==> src/design/sorted_key_table_search_macros.svh <==
// ----------------------------------------------------------------------------
// Sorted key table search: assertion macros
// Concurrent check wrappers that drop out of synthesis builds.
// ----------------------------------------------------------------------------
`ifndef SORTED_KEY_TABLE_SEARCH_MACROS_SVH
`define SORTED_KEY_TABLE_SEARCH_MACROS_SVH
`ifndef SYNTHESIS
// same-cycle implication
`define SKS_ASSERT_IMPLIES(label, clk, rst, ante, cons, msg) \
   label: assert property (@(posedge clk) disable iff (rst) (ante) |-> (cons)) \
      else $error(msg);
// next-cycle implication
`define SKS_ASSERT_NEXT(label, clk, rst, ante, cons, msg) \
   label: assert property (@(posedge clk) disable iff (rst) (ante) |=> (cons)) \
      else $error(msg);
`else
`define SKS_ASSERT_IMPLIES(label, clk, rst, ante, cons, msg)
`define SKS_ASSERT_NEXT(label, clk, rst, ante, cons, msg)
`endif
`endif

==> src/design/sks_pkg.sv <==
// ----------------------------------------------------------------------------
// Sorted key table search package
// Word types, request and status codes, controller states, command/status.
// ----------------------------------------------------------------------------
package sks_pkg;

   localparam int SKS_TABLE_DEPTH = 256;
   localparam int SKS_KEY_WIDTH   = 32;
   localparam int SKS_KEY_IN_W    = 32;
   localparam int SKS_INDEX_W     = 8;

   typedef enum logic [1:0] {
      OP_APPEND = 2'd0,
      OP_SORT   = 2'd1,
      OP_SEARCH = 2'd2,
      OP_CLEAR  = 2'd3
   } op_code_type;

   typedef enum logic [1:0] {
      RS_OK   = 2'd0,
      RS_MISS = 2'd1,
      RS_FULL = 2'd2
   } rsp_status_type;

   typedef enum logic [1:0] {
      IDX_ZERO  = 2'd0,
      IDX_COUNT = 2'd1,
      IDX_MID   = 2'd2
   } idx_sel_type;

   typedef struct packed {
      logic [1:0]              req_type;
      logic [SKS_KEY_IN_W-1:0] key;
   } req_word_type;

   typedef struct packed {
      logic [1:0]             status;
      logic [SKS_INDEX_W-1:0] entry_index;
   } rsp_word_type;

   typedef enum logic [3:0] {
      S_IDLE,
      S_APPEND,
      S_CLEAR,
      S_SRCH_START,
      S_SRCH_PROBE,
      S_SORT_START,
      S_SORT_LOAD,
      S_SORT_CMP,
      S_SORT_PUT,
      S_RESULT
   } sks_state_type;

   typedef struct packed {
      logic           capture;     // latch request key
      logic           append;      // write key at count, count++
      logic           clear;       // count = 0
      logic           srch_start;  // init bounds, read first probe
      logic           srch_step;   // narrow bounds, read next probe
      logic           sort_start;  // i = 1, read entry 1
      logic           sort_load;   // v = entry i, j = i, read j-1
      logic           sort_shift;  // entry j = entry j-1, j--, read j-2
      logic           sort_put;    // entry j = v, i++, read i+1
      logic           res_set;
      rsp_status_type res_status;
      idx_sel_type    res_idx_sel;
      logic           rsp_load;
   } dp_cmd_type;

   typedef struct packed {
      logic count_zero;
      logic count_lt2;
      logic count_full;
      logic hit;         // probed key equals search key
      logic less;        // probed key below search key
      logic more_lt;     // range left above the probe
      logic more_gt;     // range left below the probe
      logic shift_gt;    // entry j-1 above held key
      logic j_gt1;
      logic i_more;      // another element to insert
      logic rsp_free;
   } dp_status_type;

endpackage

==> src/design/sks_ctrl.sv <==
// ----------------------------------------------------------------------------
// Sorted key table search controller
// Sequences append, clear, binary search and insertion sort commands.
// ----------------------------------------------------------------------------
module sks_ctrl (
   input  logic                   clock,
   input  logic                   reset,
   input  logic                   req_valid,
   input  sks_pkg::req_word_type  req_word,
   output logic                   req_stall,
   input  sks_pkg::dp_status_type dp_stat,
   output sks_pkg::dp_cmd_type    cmd
);
   import sks_pkg::*;

   sks_state_type state_ff, state_in;
   op_code_type   req_op;

   assign req_op = op_code_type'(req_word.req_type);

   always_ff @(posedge clock) begin
      if (reset) begin
         state_ff <= S_IDLE;
      end else begin
         state_ff <= state_in;
      end
   end

   // next state
   always_comb begin
      state_in = state_ff;
      unique case (state_ff)
         S_IDLE: begin
            if (req_valid) begin
               unique case (req_op)
                  OP_APPEND: state_in = S_APPEND;
                  OP_SORT:   state_in = S_SORT_START;
                  OP_SEARCH: state_in = S_SRCH_START;
                  OP_CLEAR:  state_in = S_CLEAR;
               endcase
            end
         end
         S_APPEND, S_CLEAR: state_in = S_RESULT;
         S_SRCH_START: state_in = dp_stat.count_zero ? S_RESULT : S_SRCH_PROBE;
         S_SRCH_PROBE: begin
            priority if (dp_stat.hit) begin
               state_in = S_RESULT;
            end else if (dp_stat.less ? dp_stat.more_lt : dp_stat.more_gt) begin
               state_in = S_SRCH_PROBE;
            end else begin
               state_in = S_RESULT;
            end
         end
         S_SORT_START: state_in = dp_stat.count_lt2 ? S_RESULT : S_SORT_LOAD;
         S_SORT_LOAD:  state_in = S_SORT_CMP;
         S_SORT_CMP: begin
            state_in = (dp_stat.shift_gt && dp_stat.j_gt1) ? S_SORT_CMP : S_SORT_PUT;
         end
         S_SORT_PUT: state_in = dp_stat.i_more ? S_SORT_LOAD : S_RESULT;
         S_RESULT:   state_in = dp_stat.rsp_free ? S_IDLE : S_RESULT;
         default:    state_in = S_IDLE;
      endcase
   end

   // outputs
   always_comb begin
      cmd       = '0;
      req_stall = 1'b1;
      unique case (state_ff)
         S_IDLE: begin
            req_stall   = 1'b0;
            cmd.capture = req_valid;
         end
         S_APPEND: begin
            cmd.res_set = 1'b1;
            if (dp_stat.count_full) begin
               cmd.res_status  = RS_FULL;
               cmd.res_idx_sel = IDX_ZERO;
            end else begin
               cmd.append      = 1'b1;
               cmd.res_status  = RS_OK;
               cmd.res_idx_sel = IDX_COUNT;
            end
         end
         S_CLEAR: begin
            cmd.clear       = 1'b1;
            cmd.res_set     = 1'b1;
            cmd.res_status  = RS_OK;
            cmd.res_idx_sel = IDX_ZERO;
         end
         S_SRCH_START: begin
            if (dp_stat.count_zero) begin
               cmd.res_set     = 1'b1;
               cmd.res_status  = RS_MISS;
               cmd.res_idx_sel = IDX_ZERO;
            end else begin
               cmd.srch_start = 1'b1;
            end
         end
         S_SRCH_PROBE: begin
            if (dp_stat.hit) begin
               cmd.res_set     = 1'b1;
               cmd.res_status  = RS_OK;
               cmd.res_idx_sel = IDX_MID;
            end else begin
               cmd.srch_step = 1'b1;
               if (!(dp_stat.less ? dp_stat.more_lt : dp_stat.more_gt)) begin
                  cmd.res_set     = 1'b1;
                  cmd.res_status  = RS_MISS;
                  cmd.res_idx_sel = IDX_ZERO;
               end
            end
         end
         S_SORT_START: begin
            if (dp_stat.count_lt2) begin
               cmd.res_set     = 1'b1;
               cmd.res_status  = RS_OK;
               cmd.res_idx_sel = IDX_ZERO;
            end else begin
               cmd.sort_start = 1'b1;
            end
         end
         S_SORT_LOAD: cmd.sort_load = 1'b1;
         S_SORT_CMP:  cmd.sort_shift = dp_stat.shift_gt;
         S_SORT_PUT: begin
            cmd.sort_put = 1'b1;
            if (!dp_stat.i_more) begin
               cmd.res_set     = 1'b1;
               cmd.res_status  = RS_OK;
               cmd.res_idx_sel = IDX_ZERO;
            end
         end
         S_RESULT: cmd.rsp_load = dp_stat.rsp_free;
         default: begin
            cmd = '0;
         end
      endcase
   end

endmodule

==> config.mk <==
export PLATFORM = sky130hd
export DESIGN_NAME = sks_ctrl
export DESIGN_NICKNAME = d
export VERILOG_FILES = /design/src/design/sorted_key_table_search_macros.svh /design/src/design/sks_pkg.sv /design/src/design/sks_ctrl.sv
export SDC_FILE = /design/constraint.sdc
export NUM_CORES = 1
export LEC_CHECK = 0
export BUFFER_PORTS_ARGS = -buffer_cell sky130_fd_sc_hd__buf_2
export CORE_MARGIN = 3
export CORE_UTILIZATION = 30
export CTS_CLUSTER_SIZE = 28
export DETAILED_ROUTE_END_ITERATION = 10
export GPL_TIMING_DRIVEN = 0
export PLACE_DENSITY_LB_ADDON = 0.1
export SYNTH_ARGS = -nofsm -noshare
export SYNTH_HDL_FRONTEND = slang
export SYNTH_SLANG_ARGS = --single-unit
==> constraint.sdc <==
create_clock -name clock -period 1.8 [get_ports clock]
set_clock_uncertainty 0.05 [all_clocks]
set_input_delay 0.18 -clock clock [delete_from_list [all_inputs] [get_ports clock]]
set_output_delay 0.18 -clock clock [all_outputs]
set_load 0.02 [all_outputs]
Word-level counts from Yosys, hierarchy flattened --
Cells that the tools add are included.
Word-level totals: logic and storage cells 51, memories kept 0, RAM bits 0, ROM bits 0, latch bits 0, register bits after elaboration 4
Cells by class: reductions and logical operators 4, $mul 0, eq/ne operators 13, bitwise operators 0, order comparisons 0, div/mod/pow operators 0, shift-type cells 0, $add $sub $neg 0, mux-type cells 33
Operators by type and width (number):
- $mux W4 | 9
- $pmux W4 S9 | 1
- $pmux W5 S6 | 1
- $mux W5 | 5
- $eq A4 B3 Y1 const B | 4
- $mux W1 | 16
- $pmux W4 S4 | 1
- $eq A4 B2 Y1 const B | 2
- $eq A4 B4 Y1 const B | 2
- $eq A2 B2 Y1 const B | 2
- $eq A4 B1 Y1 const B | 1
- $logic_not A4 Y1 | 1
- $eq A2 B1 Y1 const B | 1
- $logic_not A2 Y1 | 1
- $ne A2 B2 Y1 const B | 1
- $reduce_or A2 Y1 | 1
- $logic_and A1 B1 Y1 | 1

Logic depth before layout (Yosys ltp) --
depth in word-level cells 4, gate-level depth with buffers 5, depth with buffers taken out 4

Worst setup path before layout --
No wires, ideal clock.
path type flip-flop to output port, from register state_ff[1], to output port cmd[5] in the netlist's numbering, required time 1.570 ns, cell stages (with the launch flop) 3, setup slack 0.262 ns, data arrival time 1.308 ns, cell sequence dfxtp_1 or3b_1 o31ai_1
RTL lines:
- from (decl) | line sks_ctrl.sv:16 | sks_state_type state_ff, state_in;
- from (signal assigned) | line sks_ctrl.sv:25 | state_ff <= state_in;
- to (decl) | line sks_ctrl.sv:12 | output sks_pkg::dp_cmd_type cmd

==> run summary <==
outcome - complete, no violations
Final WS setup - 0.0918 ns
Leak Pwr - 0.346 nW
most frequent cells in the layout - buf_2 (30), nor2_1 (8), inv_1 (4), nand2_1 (4), a31oi_1 (4)
CTS tree - done
power per cell area - 1470 nW/µm²
n_diodes - 0
vias per cell - 5.10
largest net degree at the start of global routing - 11
Post-Place Setup Slack - 0.240 ns
Post-Layout Cell Count - 112
Placement Cell Area - 661 µm²
number of synthesized flops with an enable pin - 0
Worst Path Required - 1.57 ns
CTS root buffer - clkbuf_4
arrival time worst endpoint - 1.48 ns
IO Pins - 64
Wirelength per Cell - 11.6 µm
final hold viol count - 0
Cell Rows - 13
Max Clk Rate - 585 MHz
FF+latch count, synth - 4
Post CTS Setup Buffer Count - 0
slew at the pin closest to its max-slew limit - 0.344 ns
max reg flops - 4
placed cell count - 109
DRC Markers - 0
Setup crit end kind - primary output
cts hold-fix bufs - 0
Reg clk slew, reported paths - 0.03 ns
final WL - 1300 µm
dpl hpwl - 1110 µm
VDD IR-drop max - 0.668 mV
grt total ovfl - 0
Vias - 571
GPL Wtd Cong - 0.719
post-synthesis sequential area ratio - 16.5%
most common cell after layout, fill and taps aside - buf_2
synthesized area - 487 µm²
fin crit period - 1.71 ns
final worst-path cycle share - 94.9%
Max-slew headroom - 76.9%
utilization after layout - 48.6%
largest registers - state_ff x4
CP max FO - 10
Avg Inst Size Synth - 7.73 µm²
min-delay worst type - in -> reg
Skew-Pair Late Insertion Delay - 0.23 ns
yosys warns - 0
drt pass-1 iters - 4
CTS buffer count - 3
depth of the worst hold-timing path - 3
DIE AREA - 2140 µm²
max-slew violation count - 0
H-tree level count - 1
DIE HEIGHT - 46.3 µm
core area - 1420 µm²
final setup TNS - 0 ns
clk sink count - 4
maxcap violations - 0
RSZ-0062 raised after global routing - no
DRT antenna net count - 0
Distinct cells, synth - 35
Post-layout nets - 147
Die Wd - 46.3 µm
first-pass GRT wire length - 2200 µm
critical path class - reg -> out
Post-Synthesis Cells - 63
Top reg by flops - state_ff
Layout area overhead - 41.4%
initial antenna violation count - 0
flop2flop setup slack - 0.43 ns
final setup fails - 0
clock buffer depth - 2
ys flop type - dfxtp_1
Starting DRT DRC Count - 2
Tot GR Track Use - 14.0%
# port buffers - 31
Register-to-Register Path Depth - 5
proportion of layout cells with a drive suffix above 1 - 52.6%
post-route cell area - 688 µm²
Initial Utilization - 34.4%
Synthesized Nets - 111
vias in the first global route - 520
Critical Path Source Type - register
fraction of registers with async set/reset - 0%
## critical path, cell delays in order (launching register included)
cell,delay (ns)
dfxtp_1,0.30
buf_4,0.18
inv_2,0.09
o22ai_2,0.06
o32a_1,0.36
o31ai_1,0.08
buf_4,0.18
## cells by family (layout without fill, tap and decap cells)
family	Yosys count	count (layout)	synth area share, %
muxes	1	1	2.06
and+or+nand+nor	32	32	44.2
buffers and inverters	10	44	12.3
DFF	4	4	16.5
AOI/OAI and AO/OA	16	16	24.9
## area by class of cell
cell class | instances | area (µm²)
Multi-Input combinational cell | 49 | 347
Inverter | 6 | 22.5
Clock buffer | 3 | 22.5
Timing Repair Buffer | 31 | 158
Buffer | 4 | 37.5
Fill cell | 162 | 727
Tap cell | 15 | 18.8
Sequential cell | 4 | 82.6
## final timing paths
kind | startpoint | end
setup / recovery | state_ff[2] | cmd[5]
hold / removal | req_word[33] | state_ff[1]
setup reg to reg | state_ff[2] | state_ff[1]
hold reg to reg | state_ff[1] | state_ff[1]
## per-layer routing
metal / vias to the layer above / part of all wire [%] / GRT usage (%)
met5: - / 0 / 0
met1: 254 / 46 / 18.6
met3: 0 / 5.9 / 1.56
met2: 16 / 48 / 22.3
li1: 301 / - / -
met4: 0 / 0 / 6.82
## cell usage after synthesis (2+ instances only)
master,count,area share [%]
a211oi_1,2,3.1
a21oi_1,2,2.1
a31oi_1,4,5.1
buf_4,2,3.1
buf_6,2,4.6
dfxtp_1,4,16
inv_1,5,3.9
nand2_1,4,3.1
nand2b_1,2,2.6
nor2_1,8,6.2
nor3_1,3,3.1
nor4_1,2,2.6
## per-stage QoR
stage          hold slack, ns  power [W]
6_report                0.170    0.00101
5_1_grt                 0.188    0.00109
4_1_cts                 0.173    0.00101
3_5_place_dp            0.413   0.000896
3_3_place_gp            0.405   0.000896
2_1_floorplan           0.269   0.000714
## report_power, final
part           switching, W  total [W]  internal [W]
Clock             0.0000318   0.000106     0.0000742
Sequential        0.0000322   0.000157      0.000125
Combinational      0.000443   0.000749      0.000306
Total              0.000507    0.00101      0.000506
## repair_timing
action                     CTS  global route
cloned                       0             0
setup endpoints to repair    1             1
hold endpoints to repair     0             0
resized for setup            1             3
Power figures use the tool's default switching activity.
